==> config.mk <==
export PLATFORM = sky130hd
export DESIGN_NAME = adaptive_noise_gate
export DESIGN_NICKNAME = d
export VERILOG_FILES = /design/src/rtl/core/angate_pkg.sv /design/src/rtl/core/angate_step.sv /design/src/rtl/core/adaptive_noise_gate.sv
export SDC_FILE = /design/constraint.sdc
export NUM_CORES = 1
export LEC_CHECK = 0
export BUFFER_PORTS_ARGS = -buffer_cell sky130_fd_sc_hd__buf_2
export CAP_MARGIN = 10
export CORE_MARGIN = 10
export CORE_UTILIZATION = 51
export CTS_CLUSTER_SIZE = 24
export DETAILED_ROUTE_END_ITERATION = 10
export GPL_TIMING_DRIVEN = 0
export PLACE_DENSITY = 0.76
export SLEW_MARGIN = 20
export SYNTH_ARGS = -nofsm -noshare
export SYNTH_HDL_FRONTEND = slang
export SYNTH_SLANG_ARGS = --single-unit
==> constraint.sdc <==
create_clock -name clk -period 17.8 [get_ports clk]
set_clock_uncertainty 0.1 [all_clocks]
set_input_delay 1.78 -clock clk [delete_from_list [all_inputs] [get_ports clk]]
set_output_delay 1.78 -clock clk [all_outputs]
set_load 0.005 [all_outputs]
==> src/rtl/core/angate_pkg.sv <==
// ----------------------------------------------------------------------------
// angate_pkg: shared types and constants for the adaptive noise gate
// Widths, reset values, configuration register codes and the structs that
// pass settings, tracker state and per-chunk results between modules.
// ----------------------------------------------------------------------------
package angate_pkg;

	localparam int unsigned RmsW    = 16;
	localparam int unsigned ChunkW  = 10;
	localparam int unsigned CfgW    = 16;
	localparam int unsigned FloorW  = 20;
	localparam int unsigned QuietW  = 17;
	localparam int unsigned ProdW   = FloorW + CfgW;
	localparam int unsigned ThrW    = ProdW - 8;

	localparam int unsigned InDataW  = 32;
	localparam int unsigned OutDataW = 24;
	localparam int unsigned CfgIdxW  = 2;

	// Floor tracking shifts
	localparam int unsigned LevelShift    = 4;
	localparam int unsigned FallShift     = 2;
	localparam int unsigned RiseShift     = 7;
	localparam int unsigned RiseLoudShift = 9;

	// Reset values
	localparam logic [CfgW-1:0]   RatioReset = 16'd48;
	localparam logic [CfgW-1:0]   MinReset   = 16'd200;
	localparam logic [CfgW-1:0]   HangReset  = 16'd800;
	localparam logic [QuietW-1:0] QuietReset = '1;

	// Configuration register codes
	typedef enum logic [CfgIdxW-1:0] {
		CFG_RATIO     = 2'd0,
		CFG_MIN_LEVEL = 2'd1,
		CFG_HANG      = 2'd2
	} cfg_idx_t;

	typedef struct packed {
		logic [CfgW-1:0] ratio;
		logic [CfgW-1:0] min_level;
		logic [CfgW-1:0] hang;
	} cfg_t;

	typedef struct packed {
		logic [FloorW-1:0] floor_level;
		logic              primed;
		logic [QuietW-1:0] quiet_time;
	} state_t;

	typedef struct packed {
		logic [FloorW-1:0] noise_floor;
		logic              loud;
		logic              gate_open;
	} result_t;

endpackage

==> src/rtl/core/angate_step.sv <==
// ----------------------------------------------------------------------------
// angate_step: one chunk update of the noise gate
// Forms the threshold, decides loudness, moves the noise floor and advances
// the hang counter. Pure combinational logic between the block's registers.
// ----------------------------------------------------------------------------
module angate_step (
	input  logic [angate_pkg::RmsW-1:0]   rms,
	input  logic [angate_pkg::ChunkW-1:0] chunk_len,
	input  angate_pkg::cfg_t              cfg,
	input  angate_pkg::state_t            st,
	output angate_pkg::state_t            st_next,
	output angate_pkg::result_t           res
);

	logic [angate_pkg::FloorW-1:0] level;
	logic [angate_pkg::FloorW-1:0] floor_eff;
	logic [angate_pkg::ProdW-1:0]  prod;
	logic [angate_pkg::ThrW-1:0]   thr;
	logic                          loud;
	logic [angate_pkg::FloorW-1:0] gap_dn;
	logic [angate_pkg::FloorW-1:0] gap_up;
	logic [angate_pkg::FloorW-1:0] floor_new;
	logic [angate_pkg::QuietW-1:0] hang_ext;
	logic [angate_pkg::QuietW-1:0] quiet_new;

	// Scale the level; the first chunk primes the floor
	assign level     = {rms, {angate_pkg::LevelShift{1'b0}}};
	assign floor_eff = st.primed ? st.floor_level : level;

	// Threshold at full product width, then the larger of it and the minimum
	assign prod = angate_pkg::ProdW'(floor_eff) * angate_pkg::ProdW'(cfg.ratio);
	assign thr  = prod[angate_pkg::ProdW-1:8];
	assign loud = (angate_pkg::ThrW'(rms) >= thr) && (rms >= cfg.min_level);

	// Move the floor toward the level: fast down, slow up, slower when loud
	assign gap_dn = floor_eff - level;
	assign gap_up = level - floor_eff;
	always_comb begin
		if (level < floor_eff) begin
			floor_new = floor_eff - (gap_dn >> angate_pkg::FallShift);
		end else if (loud) begin
			floor_new = floor_eff + (gap_up >> angate_pkg::RiseLoudShift);
		end else begin
			floor_new = floor_eff + (gap_up >> angate_pkg::RiseShift);
		end
	end

	// Hang counter: clear on loud, add while still within the hang time
	assign hang_ext = angate_pkg::QuietW'(cfg.hang);
	always_comb begin
		if (loud) begin
			quiet_new = '0;
		end else if (st.quiet_time < hang_ext) begin
			quiet_new = st.quiet_time + angate_pkg::QuietW'(chunk_len);
		end else begin
			quiet_new = st.quiet_time;
		end
	end

	assign st_next.floor_level = floor_new;
	assign st_next.primed      = 1'b1;
	assign st_next.quiet_time  = quiet_new;

	assign res.noise_floor = floor_new;
	assign res.loud        = loud;
	assign res.gate_open   = quiet_new < hang_ext;

endmodule

==> src/rtl/core/adaptive_noise_gate.sv <==
// ----------------------------------------------------------------------------
// adaptive_noise_gate: energy-based voice activity gate with noise tracking
// Input is held in the s1 registers and the result in res_q; one chunk per
// cycle unless the result stalls, as the angate_step update is combinational.
// Reset clears the floor, marks it unprimed, sets the gate closed and loads
// the default ratio, minimum level and hang time.
// ----------------------------------------------------------------------------
module adaptive_noise_gate (
	input  logic                             clk,
	input  logic                             arst_n,
	// rms [15:0], chunk_len [25:16], zero [31:26]
	input  logic [angate_pkg::InDataW-1:0]   s_axis_tdata,
	input  logic                             s_axis_tvalid,
	output logic                             s_axis_tready,
	// gate_open [0], loud [1], noise_floor [21:2], zero [23:22]
	output logic [angate_pkg::OutDataW-1:0]  m_axis_tdata,
	output logic                             m_axis_tvalid,
	input  logic                             m_axis_tready,
	input  logic                             cfg_valid,
	output logic                             cfg_ready,
	input  logic [angate_pkg::CfgIdxW-1:0]   cfg_index,
	input  logic [angate_pkg::CfgW-1:0]      cfg_data
);

	logic [angate_pkg::RmsW-1:0]   rms_s1;
	logic [angate_pkg::ChunkW-1:0] chunk_s1;
	logic                          valid_s1;
	logic                          advance;
	angate_pkg::cfg_t              cfg_q;
	angate_pkg::state_t            state_q;
	angate_pkg::state_t            state_next;
	angate_pkg::result_t           res;
	angate_pkg::result_t           res_q;
	logic                          out_valid_q;

	// Step while the result register is free or being drained
	assign advance       = !out_valid_q || m_axis_tready;
	assign s_axis_tready = !valid_s1 || advance;
	assign cfg_ready     = 1'b1;

	// Capture the input transaction
	always_ff @(posedge clk or negedge arst_n) begin
		if (!arst_n) begin
			valid_s1 <= 1'b0;
		end else if (s_axis_tready) begin
			valid_s1 <= s_axis_tvalid;
		end
	end

	always_ff @(posedge clk) begin
		if (s_axis_tready && s_axis_tvalid) begin
			rms_s1   <= s_axis_tdata[angate_pkg::RmsW-1:0];
			chunk_s1 <= s_axis_tdata[angate_pkg::RmsW +: angate_pkg::ChunkW];
		end
	end

	// Configuration registers; unknown indexes are dropped
	always_ff @(posedge clk or negedge arst_n) begin
		if (!arst_n) begin
			cfg_q.ratio     <= angate_pkg::RatioReset;
			cfg_q.min_level <= angate_pkg::MinReset;
			cfg_q.hang      <= angate_pkg::HangReset;
		end else if (cfg_valid) begin
			unique case (cfg_index)
				angate_pkg::CFG_RATIO:     cfg_q.ratio     <= cfg_data;
				angate_pkg::CFG_MIN_LEVEL: cfg_q.min_level <= cfg_data;
				angate_pkg::CFG_HANG:      cfg_q.hang      <= cfg_data;
				default: ;
			endcase
		end
	end

	angate_step u_step (
		.rms       (rms_s1),
		.chunk_len (chunk_s1),
		.cfg       (cfg_q),
		.st        (state_q),
		.st_next   (state_next),
		.res       (res)
	);

	// Tracker state advances once per processed chunk
	always_ff @(posedge clk or negedge arst_n) begin
		if (!arst_n) begin
			state_q.floor_level <= '0;
			state_q.primed      <= 1'b0;
			state_q.quiet_time  <= angate_pkg::QuietReset;
		end else if (valid_s1 && advance) begin
			state_q <= state_next;
		end
	end

	// Result register
	always_ff @(posedge clk or negedge arst_n) begin
		if (!arst_n) begin
			out_valid_q <= 1'b0;
		end else if (advance) begin
			out_valid_q <= valid_s1;
		end
	end

	always_ff @(posedge clk) begin
		if (valid_s1 && advance) begin
			res_q <= res;
		end
	end

	assign m_axis_tvalid = out_valid_q;
	assign m_axis_tdata  = {2'b00, res_q.noise_floor, res_q.loud, res_q.gate_open};

	// Checks
	a_unprimed_floor_zero: assert property (@(posedge clk) disable iff (!arst_n)
		!state_q.primed |-> state_q.floor_level == '0)
		else $error("floor moved before priming");

	a_primed_after_step: assert property (@(posedge clk) disable iff (!arst_n)
		(valid_s1 && advance) |=> (state_q.primed && out_valid_q))
		else $error("processed chunk did not prime floor or raise result");

	a_loud_clears_hang: assert property (@(posedge clk) disable iff (!arst_n)
		(valid_s1 && advance && res.loud) |=> state_q.quiet_time == '0)
		else $error("loud chunk did not clear hang counter");

	a_ready_when_empty: assert property (@(posedge clk) disable iff (!arst_n)
		!out_valid_q |-> s_axis_tready)
		else $error("input stalled with empty result register");

endmodule

# After elaboration in Yosys (flattened, before gate mapping)
# Index checks and enable logic that the tools add are counted.
[totals]
regBits = 136
output_inout_bits = 27
elab_cells = 43
inputBits = 55
[classes]
n_addsub = 6
n_mul = 1
n_eq_ne = 2
muxes = 5
order_cmp = 5
reduce_logical = 11
[op_table]
columns = ["operator", "n"]
rows = [
  ["20-bit two-way mux", 3],
  ["20-bit subtractor", 2],
  ["20-bit by 16-bit multiplier with 36-bit output", 1],
  ["17-bit by 16-bit less-than comparator with 1-bit output", 2],
  ["17-bit two-way mux", 2],
  ["16-bit by 28-bit greater-or-equal comparator with 1-bit output", 1],
  ["20-bit by 11-bit adder with 20-bit output", 1],
  ["20-bit by 13-bit adder with 20-bit output", 1],
  ["20-bit less-than comparator", 1],
  ["20-bit by 18-bit subtractor with 20-bit output", 1],
  ["17-bit by 10-bit adder with 17-bit output", 1],
  ["16-bit greater-or-equal comparator", 1],
  ["2-bit AND reduction", 3],
  ["1-bit logical AND", 3],
  ["2-bit by 1-bit equality test with 1-bit output (second input constant)", 1],
  ["2-bit equality test (second input constant)", 1],
  ["1-bit zero test", 2],
  ["2-bit zero test", 1],
  ["1-bit logical OR", 2],
]

# Longest topological paths before layout
# Gate-level depths: netlist of the first run.
[depth]
ltp_word = 6
depth_mapped = 55
mapped_depth_nobuf = 52

# Cells and area by module
# Synthesis of the first run repeated with hierarchy kept, for this count alone.
[hier_totals]
hier_cells = 2159
hier_area_um2 = 20373.3
[modules_own_cells]
columns = ["mod", "area_each_um2", "seq_area_each_um2", "instances", "cells_each"]
rows = [
  ["angate_step", 15557.4, 0.0, 1, 1915],
  ["adaptive_noise_gate", 4815.9, 3674.8, 1, 244],
]

# Least setup slack after synthesis of the first run
# Ideal clock, no wire load.
[synth_path]
path_kind = "reg2reg"
start = "reg state_q[17] (netlist bit)"
end = "reg state_q[36] (netlist bit)"
arrival_ns = 11.387
path_stages_with_launch = 49
setup_slack_ns = 6.189
required_ns = 17.575
setup_ns = 0.125
n_path_buf = 4
period_less_slack_ns = 11.611
path_cell_list = "dfrtp_1 > clkbuf_1 > clkbuf_1 > clkbuf_1 > nand2_1 > o21ai_1 > clkbuf_1 > nand2_1 > fa_1 > inv_1 > fa_1 > inv_1 > fa_1 > fa_1 > inv_1 > fa_1 > fa_1 > ha_1 > [13 not listed] > or4_4 > nor4_4 > nor3_1 > a221o_1 > ha_1 > fa_1 > a21o_1 > a21oi_1 > o21bai_1 > a21oi_1 > nor2b_1 > o21a_1 > o31a_1 > o211a_1 > o31a_1 > o41ai_1 > xnor2_1 > mux2_2"
[synth_rtl]
columns = ["item", "line", "source"]
rows = [
  ["start, declared", "adaptive_noise_gate.sv:30", "angate_pkg::state_t state_q;"],
  ["start signal, assigned", "adaptive_noise_gate.sv:89", "state_q <= state_next;"],
]

==> summary.md, run 1 <==
| Metric | Value |
|---|---|
| Worst setup EP type | `register` |
| Wire length per cell | `20.1 µm` |
| Minimum clock period after layout | `14.71 ns` |
| Clk sinks | `136` |
| Total negative slack | `0 ns` |
| Root buf cell | `clkbuf_16` |
| CP startpoint | `state_q[17]` |
| Synth Register Bits | `136` |
| Buf+Inv Stages, Crit Path | `7` |
| List of most frequent post-synthesis cells | `inv_1 (321), nand2_1 (273), fa_1 (252)` |
| Top cell type's share of synthesized area | `24.9%` |
| Tcrit/Tclk final | `82.7%` |
| Antenna violations before repair | `0` |
| Postcts setup bufs | `0` |
| Syn_area_per_cell | `9.15 µm²` |
| Synth area leaders | `fa_1 (25%), ha_1 (14%), dfrtp_1 (7.8%), edfxtp_1 (7.1%), inv_1 (6.0%)` |
| Distinct cells, synth | `72` |
| DRC | `0` |
| Nets | `2,840` |
| Worst min-delay path class | `register to register` |
| Area delta synth->final | `8.06%` |
| I/O Buffers | `72` |
| Floorplan row count | `72` |
| Startpoint class of the critical path | `register` |
| Die area | `48,100 µm²` |
| WP data arrival | `14.95 ns` |
| H-tree depth | `4` |
| Initial Util | `52.0%` |
| Asr flop ratio synth | `64.7%` |
| Vias in the first global route | `17,100` |
| Fill cell count | `3,474` |
| Die Wd | `219 µm` |
| Cell mode on critical path | `fa_1` |
| DP HPWL | `46,500 µm` |
| Sequential fraction of the synthesis area | `18.2%` |
| Max Cap Violations | `0` |
| CORE AREA | `38,900 µm²` |
| CTS resizes | `0` |
| Diodes inserted | `0` |
| Via count | `16,200` |
| Clock-pin slew on the worst setup and hold paths | `0.07 ns` |
| Crit-path slowest cell | `nor4_4` |
| GRT overflow | `0` |
| Fin. Hold Viols | `0` |
| Fin. max-slew vios | `0` |
| Global-route wire length before repair | `91,900 µm` |
| TritonCTS clock tree | `yes` |
| Drt pass-1 iters | `6` |
| Max Clock Freq | `68.0 MHz` |
| Hold_sp | `state_q[29]` |
| Ys flop type | `dfrtp_1` |
| Most frequent cell after synthesis | `inv_1` |
| Mapped Area | `20,200 µm²` |
| Total Wirelength | `56,900 µm` |
| Cts bufs inserted | `17` |
| Area leader, netlist | `fa_1` |
| Clock latency on the worst-skew pair | `0.45 ns` |
| Layout cell share with drive strength beyond 1 | `9.19%` |
| CP Class | `register to register` |
| GR Util All Layers | `24.6%` |
| Max clock buf depth | `2` |
| IO Count | `82` |
| Status | `complete, no violations` |
| EDFF count, synth | `48` |
| Slew headroom | `24.8%` |
| Cells after synthesis | `2,212` |
| Die height | `219 µm` |
| Slew @ Worst Pin | `1.13 ns` |
| Post-CTS Hold Fix Bufs | `0` |
| Synth warn | `0` |
| Worst r2r src | `state_q[17]` |
| CP required | `18.04 ns` |
| Post-route ant nets | `0` |
| GPL Wtd Cong | `0.963` |
| Worst path max stage delay | `0.79 ns` |
| 1st-iter DRT viols | `1,379` |
| Final setup vio count | `0` |
| RSZ-0062 raised after global routing | `no` |
| Largest net degree at the start of global routing | `61` |
| Avg Vias per Cell | `5.73` |
| CP delay by family, top | `adder cells` |
| CP max FO | `11` |
-- logic make-up (layout without fill, tap and decap cells) --
| kind of cell | count (synthesis) | after routing | synth area share, % |
|---|---|---|---|
| compound gates | 322 | 322 | 10.5 |
| xor+xnor | 79 | 79 | 3.42 |
| fa+ha+maj | 480 | 480 | 39.0 |
| buf+inv | 425 | 530 | 8.00 |
| flops | 136 | 136 | 18.2 |
| mux | 72 | 72 | 3.89 |
| other cells | 2 | 3 | 0.0371 |
| simple gates | 696 | 696 | 17.0 |
-- placed cells by master (no fill, tap or decap), types with 57 or more instances in the layout --
cell type,count
and3_1,64
a21oi_1,80
and2_1,57
clkbuf_1,89
nor2b_1,80
fa_1,252
dfrtp_1,63
inv_1,321
nand2_1,273
nor2_1,95
ha_1,228
buf_2,73
-- worst register-to-register path: cells and delay by family, from the launching register on --
| kind | cells | cell delay [ns] |
|---|---|---|
| and+or+nand+nor | 12 | 3.08 |
| xor gates and xnor gates | 2 | 0.32 |
| muxes | 1 | 0.28 |
| buffers and inverters | 7 | 2.33 |
| AOI/OAI and AO/OA | 14 | 3.94 |
| DFF | 1 | 0.32 |
| adders and majority gates | 10 | 4.23 |
-- flip-flops by register name, indices dropped and copies added, names as in the netlist --
register,flops
chunk_s1,10
cfg_q,48
valid_s1,1
state_q,38
m_axis_tdata,22
m_axis_tvalid,1
rms_s1,16
-- final cells by class --
class	count	area, µm²	area share (%)
multi-input cells	1652	15000	68.4
inverters	326	1220	5.59
plain buffers	99	397	1.81
well taps	518	648	2.96
clock buffers	17	425	1.94
clock inverters	15	156	0.715
flip-flops and latches	136	3670	16.8
repair buffers	73	390	1.78
-- stage by stage --
step,std cells,util (%),instance area [µm²],hold slack [ns],setup WS [ns]
floorplan,2213,-,20200,0.346,6.19
global placement,2803,54.6,21300,0.366,3.47
detailed placement,2804,54.7,21300,0.370,3.38
CTS,2836,56.2,21900,0.387,3.31
global route,2836,56.2,21900,0.406,2.32
finish,2836,56.2,21900,0.384,3.09
-- layer usage --
layer | track usage (%) | part of all wire (%) | wire [µm] | up-vias
li1 | - | - | - | 7428
met1 | 30.7 | 41 | 23400 | 8045
met2 | 39.2 | 45 | 25800 | 621
met3 | 5.41 | 7.8 | 4430 | 149
met4 | 13.2 | 5.7 | 3270 | 0
met5 | 0 | 0 | 0 | -
-- final timing paths --
check,to,slack (ns),depth (start not counted)
max in group asynchronous,cfg_q[36],15.75,2
hold reg to reg,state_q[29],0.38,2
setup reg to reg,state_q[36],3.09,46
hold / removal,state_q[29],0.38,2
setup / recovery,state_q[36],3.09,46
min in group asynchronous,cfg_q[4],1.16,1
Power of run 1 is left out: the tool's default activity adds up to more than one toggle a clock period on the data nets, which glitch-free logic cannot reach.
==> inputs of run 2 (changes only) <==
- clock period: 17.8 -> 14.59 ns (I/O delays scaled with it)
==> summary.md, run 2 (synthesis gave the netlist of run 1 again) <==
| Metric | Value |
|---|---|
| Fill cell count | `3,475 (+0.029%)` |
| Most common cell after layout, fill and taps aside | `inv_1` |
| GPL Wtd Cong | `0.963 (unchanged)` |
| Post-placement cell count | `2,804 (unchanged)` |
| Slew headroom | `26.6% (+1.8 points)` |
| GRT overflow | `0 (unchanged)` |
| CP startpoint | `state_q[17]` |
| Non-Filler Instances | `2,836 (unchanged)` |
| CP max FO | `11 (unchanged)` |
| IO Count | `82 (unchanged)` |
| I/O Buffers | `72 (unchanged)` |
| Register-to-register setup slack | `0.78 ns (-2.31 ns)` |
| Drt pass-1 iters | `6 (unchanged)` |
| Area delta synth->final | `8.29%` |
| Cts bufs inserted | `17 (unchanged)` |
| Largest net degree at the start of global routing | `61 (unchanged)` |
| Commonest non-fill, non-tap cells in the layout | `inv_1 (321), nand2_1 (273), fa_1 (252), ha_1 (228), nor2_1 (95)` |
| DRC | `0 (unchanged)` |
| Largest reg by FF count | `cfg_q` |
| Crit-path slowest cell | `clkbuf_2` |
| Worst Setup EP | `state_q[36]` |
| Die Wd | `219 µm (unchanged)` |
| WP data arrival | `14.05 ns (-0.90 ns)` |
| Die area | `48,100 µm² (unchanged)` |
| Worst R2R End | `state_q[36]` |
| Avg Vias per Cell | `5.74 (+0.16%)` |
| Diodes inserted | `0 (unchanged)` |
| Wire length per cell | `20.1 µm (about the same)` |
| Antenna violations before repair | `0 (unchanged)` |
| Slew @ Worst Pin | `1.10 ns (-0.0268 ns)` |
| 1st-iter DRT viols | `1,378 (-0.073%)` |
| Hold_ws | `0.386 ns (+0.00144 ns)` |
| Clock latency on the worst-skew pair | `0.45 ns (about the same)` |
| Fin. Hold Viols | `0 (unchanged)` |
| Floorplan row count | `72 (unchanged)` |
| DP HPWL | `46,500 µm (unchanged)` |
| Total Wirelength | `56,900 µm (about the same)` |
| Initial Util | `52.0% (unchanged)` |
| Worst path max stage delay | `0.61 ns (-0.18 ns)` |
| Sequential standard cell area | `3670 µm² (unchanged)` |
| Startpoint class of the critical path | `register` |
| Critical path depth in cells | `49 (+6.5%)` |
| CORE AREA | `38,900 µm² (unchanged)` |
| Minimum clock period after layout | `13.81 ns (-0.904 ns)` |
| Nets | `2,840 (unchanged)` |
| Buf+Inv Stages, Crit Path | `8 (+1)` |
| Fin. max-slew vios | `0 (unchanged)` |
| Layout cell share with drive strength beyond 1 | `9.79% (+0.60 points)` |
| CP required | `14.83 ns (-3.21 ns)` |
| Root buf cell | `clkbuf_16` |
| Max reg flops | `48 (unchanged)` |
| Worst min-delay path class | `register to register` |
| Vias in the first global route | `17,100 (unchanged)` |
| Die height | `219 µm (unchanged)` |
| Post-route ant nets | `0 (unchanged)` |
| Clk sinks | `136 (unchanged)` |
| Worst r2r src | `state_q[17]` |
| Area of the multi-input gates | `15,000 µm² (about the same)` |
| Reg2Reg Depth | `49 (+6.5%)` |
| TritonCTS clock tree | `yes` |
| CP delay by family, top | `compound AO/OA/AOI/OAI gates` |
| Tcrit/Tclk final | `94.7% (+12 points)` |
| GR Util All Layers | `24.6% (unchanged)` |
| Post-CTS Hold Fix Bufs | `0 (unchanged)` |
| Global-route wire length before repair | `91,900 µm (unchanged)` |
| Via count | `16,300 (+0.16%)` |
| CP Class | `register to register` |
| H-tree depth | `4 (unchanged)` |
| Hold_sp | `state_q[29]` |
| Clock-pin slew on the worst setup and hold paths | `0.07 ns (about the same)` |
| Final setup vio count | `0 (unchanged)` |
| Max Clock Freq | `72.4 MHz (+6.5%)` |
| Status | `complete, no violations` |
| Max clock buf depth | `2 (unchanged)` |
| Worst setup EP type | `register` |
| Total negative slack | `0 ns (unchanged)` |
| Cell mode on critical path | `fa_1` |
| Max Cap Violations | `0 (unchanged)` |
run 2: what timing repair did:
| action | in CTS | in global routing |
|---|---|---|
| buffers inserted | 0 | 2 |
| hold endpoints to repair | 0 | 0 |
| endpoints found under the setup margin | 0 | 10 |
| gates resized for setup | 0 | 23 |
run 2: per-layer routing:
layer	vias to the layer above	part of all wire [%]	global-route usage, %	wire (µm)
li1	7430	-	-	-
met1	8007	41	30.7	23300
met2	687	46	39.2	25900
met3	145	8.0	5.41	4570
met4	0	5.4	13.2	3070
met5	-	0	0	0
run 2: how the worst min path moves through the flow:
stage / to / slack [ns] / depth (start not counted)
2_1_floorplan: state_q[22] / 0.35 / 2
3_3_place_gp: state_q[30] / 0.37 / 2
3_5_place_dp: state_q[30] / 0.37 / 2
4_1_cts: state_q[29] / 0.39 / 2
5_1_grt: m_axis_tvalid / 0.41 / 1
6_report: state_q[29] / 0.39 / 2
run 2: metrics by stage:
stage,setup WS (ns),cell area [µm²],util (%)
6_report,0.780,21900,56.3
5_1_grt,-0.00249,21900,56.3
4_1_cts,0.103,21900,56.2
3_5_place_dp,0.171,21300,54.7
3_3_place_gp,0.257,21300,54.6
2_1_floorplan,2.98,20200,-
run 2: worst min-delay path: stages, from the launching register on:
cell,delay [ns]
dfrtp_1,0.35
nand2_1,0.05
nand2_1,0.05
run 2: final cells by class:
type,count,share of cell area [%]
multi-input cells,1652,68.3
plain buffers,97,1.81
flip-flops and latches,136,16.8
repair buffers,75,1.91
clock inverters,15,0.713
clock buffers,17,1.94
inverters,326,5.62
well taps,518,2.96
Power of run 2 is left out for the same reason.
==> inputs of run 3 (changes only) <==
- ABC_AREA: default -> 0
- CORE_ASPECT_RATIO: default -> 1.25
- CTS_CLUSTER_DIAMETER: default -> 80
==> summary.md, run 3 (synthesis gave the netlist of run 1 again) <==
| Metric | Value |
|---|---|
| Worst path max stage delay | `0.58 ns (-0.03 ns)` |
| CP max FO | `11 (unchanged)` |
| GPL Wtd Cong | `0.976 (+1.3%)` |
| Clk sinks | `136 (unchanged)` |
| Nets | `2,839 (-0.035%)` |
| Die area | `48,100 µm² (+0.10%)` |
| DP HPWL | `47,900 µm (+2.8%)` |
| Initial Util | `51.6% (-0.40 points)` |
| Total Wirelength | `58,700 µm (+3.2%)` |
| CORE AREA | `39,200 µm² (+0.78%)` |
| CP Class | `register to register` |
| Layout cell share with drive strength beyond 1 | `10.1% (+0.26 points)` |
| Root buf cell | `clkbuf_16` |
| Final Util | `55.8% (-0.49 points)` |
| Vias in the first global route | `17,500 (+1.9%)` |
| Antenna violations before repair | `1 (+1)` |
| CP required | `14.82 ns (about the same)` |
| Clock-pin slew on the worst setup and hold paths | `0.07 ns (about the same)` |
| Max Clock Freq | `71.2 MHz (-1.7%)` |
| I/O Buffers | `72 (unchanged)` |
| GRT overflow | `0 (unchanged)` |
| Startpoint class of the critical path | `register` |
| Commonest non-fill, non-tap cells in the layout | `inv_1 (320), nand2_1 (273), fa_1 (252), ha_1 (228), nor2_1 (95)` |
| Die Wd | `198 µm (-9.6%)` |
| Crit-path slowest cell | `dfrtp_1` |
| Global-route wire length before repair | `94,700 µm (+3.0%)` |
| Floorplan row count | `81 (+13%)` |
| H-tree depth | `4 (unchanged)` |
| GR Util All Layers | `25.3% (+0.72 points)` |
| RSZ-0062 raised after global routing | `no` |
| TritonCTS clock tree | `yes` |
| IO Count | `82 (unchanged)` |
| Max clock buf depth | `2 (unchanged)` |
| Wire length per cell | `20.9 µm (+3.9%)` |
| Most common cell after layout, fill and taps aside | `inv_1` |
| Via count | `16,300 (+0.012%)` |
| Diodes inserted | `0 (unchanged)` |
| WP data arrival | `14.28 ns (+0.23 ns)` |
| Cell mode on critical path | `fa_1` |
| Minimum clock period after layout | `14.05 ns (+0.240 ns)` |
| Cts bufs inserted | `17 (unchanged)` |
| Largest net degree at the start of global routing | `58 (-4.9%)` |
| Post-CTS Hold Fix Bufs | `0 (unchanged)` |
| Slew @ Worst Pin | `1.07 ns (-0.0323 ns)` |
| Avg Vias per Cell | `5.78 (+0.76%)` |
| Worst min-delay path class | `register to register` |
| Clock latency on the worst-skew pair | `0.45 ns (about the same)` |
| 1st-iter DRT viols | `1,142 (-17%)` |
| Largest reg by FF count | `cfg_q` |
| Area delta synth->final | `8.18%` |
| Post-route ant nets | `0 (unchanged)` |
| Slew headroom | `28.3% (+1.7 points)` |
| Max Cap Violations | `0 (unchanged)` |
| Worst setup EP type | `register` |
| DRC | `0 (unchanged)` |
| Max reg flops | `48 (unchanged)` |
| Fin. Hold Viols | `0 (unchanged)` |
| Drt pass-1 iters | `5 (-1)` |
| Final setup vio count | `0 (unchanged)` |
| Die height | `243 µm (+11%)` |
| Status | `complete, no violations` |
| Fin. max-slew vios | `0 (unchanged)` |
| Tcrit/Tclk final | `96.3% (+1.6 points)` |
-- run 3: final cells by class --
| class | instances | area [µm²] |
|---|---|---|
| Fill cell | 3444 | 17300 |
| Multi-Input combinational cell | 1652 | 15000 |
| Clock inverter | 15 | 154 |
| Clock buffer | 17 | 425 |
| Sequential cell | 136 | 3670 |
| Inverter | 326 | 1230 |
| Buffer | 96 | 398 |
| Tap cell | 498 | 623 |
| Timing Repair Buffer | 75 | 418 |
-- run 3: per-layer routing --
| metal | GRT usage (%) | up-vias | share of wire [%] |
|---|---|---|---|
| met5 | 0 | - | 0 |
| met4 | 13.5 | 0 | 5.6 |
| li1 | - | 7431 | - |
| met2 | 43.1 | 539 | 50 |
| met3 | 4.04 | 159 | 6.1 |
| met1 | 30.0 | 8142 | 39 |
-- run 3: path summary, 6_finish.rpt --
| check | start | end | slack (ns) | depth (start not counted) |
|---|---|---|---|---|
| worst min register to register | state_q[33] | state_q[33] | 0.38 | 2 |
| worst max-delay path | state_q[17] | state_q[36] | 0.54 | 51 |
| min in group asynchronous | arst_n | valid_s1 | 0.87 | 1 |
| worst min-delay path | state_q[33] | state_q[33] | 0.38 | 2 |
| max in group asynchronous | arst_n | cfg_q[23] | 12.83 | 2 |
| worst max register to register | state_q[17] | state_q[36] | 0.54 | 51 |
-- run 3: timing repair --
action                                  in CTS  in global routing
gates resized for setup                      1                 31
setup buffers                                2                  0
endpoints found under the setup margin       8                  9
pin swaps                                    1                  0
-- run 3: metrics by stage --
step | cell area, µm² | hold slack [ns] | setup TNS [ns] | setup WS [ns] | std cells
floorplan | 20200 | 0.346 | 0 | 2.98 | 2213
global placement | 21200 | 0.361 | -0.802 | -0.381 | 2783
detailed placement | 21300 | 0.367 | -1.90 | -0.567 | 2784
CTS | 21900 | 0.384 | 0 | 0.00498 | 2818
global route | 21900 | 0.400 | 0 | 0.0466 | 2815
finish | 21900 | 0.377 | 0 | 0.540 | 2815
-- run 3: critical path, delay by kind of cell (launching register included) --
kind | cells | cell delay, ns
buffers and inverters | 10 | 1.73
AND/OR/NAND/NOR | 12 | 2.25
flip-flops | 1 | 0.58
AO/OA/AOI/OAI | 16 | 4.19
multiplexers | 1 | 0.28
XOR/XNOR | 2 | 0.40
adder cells (fa/ha/maj) | 10 | 4.35
Power of run 3 is left out for the same reason.
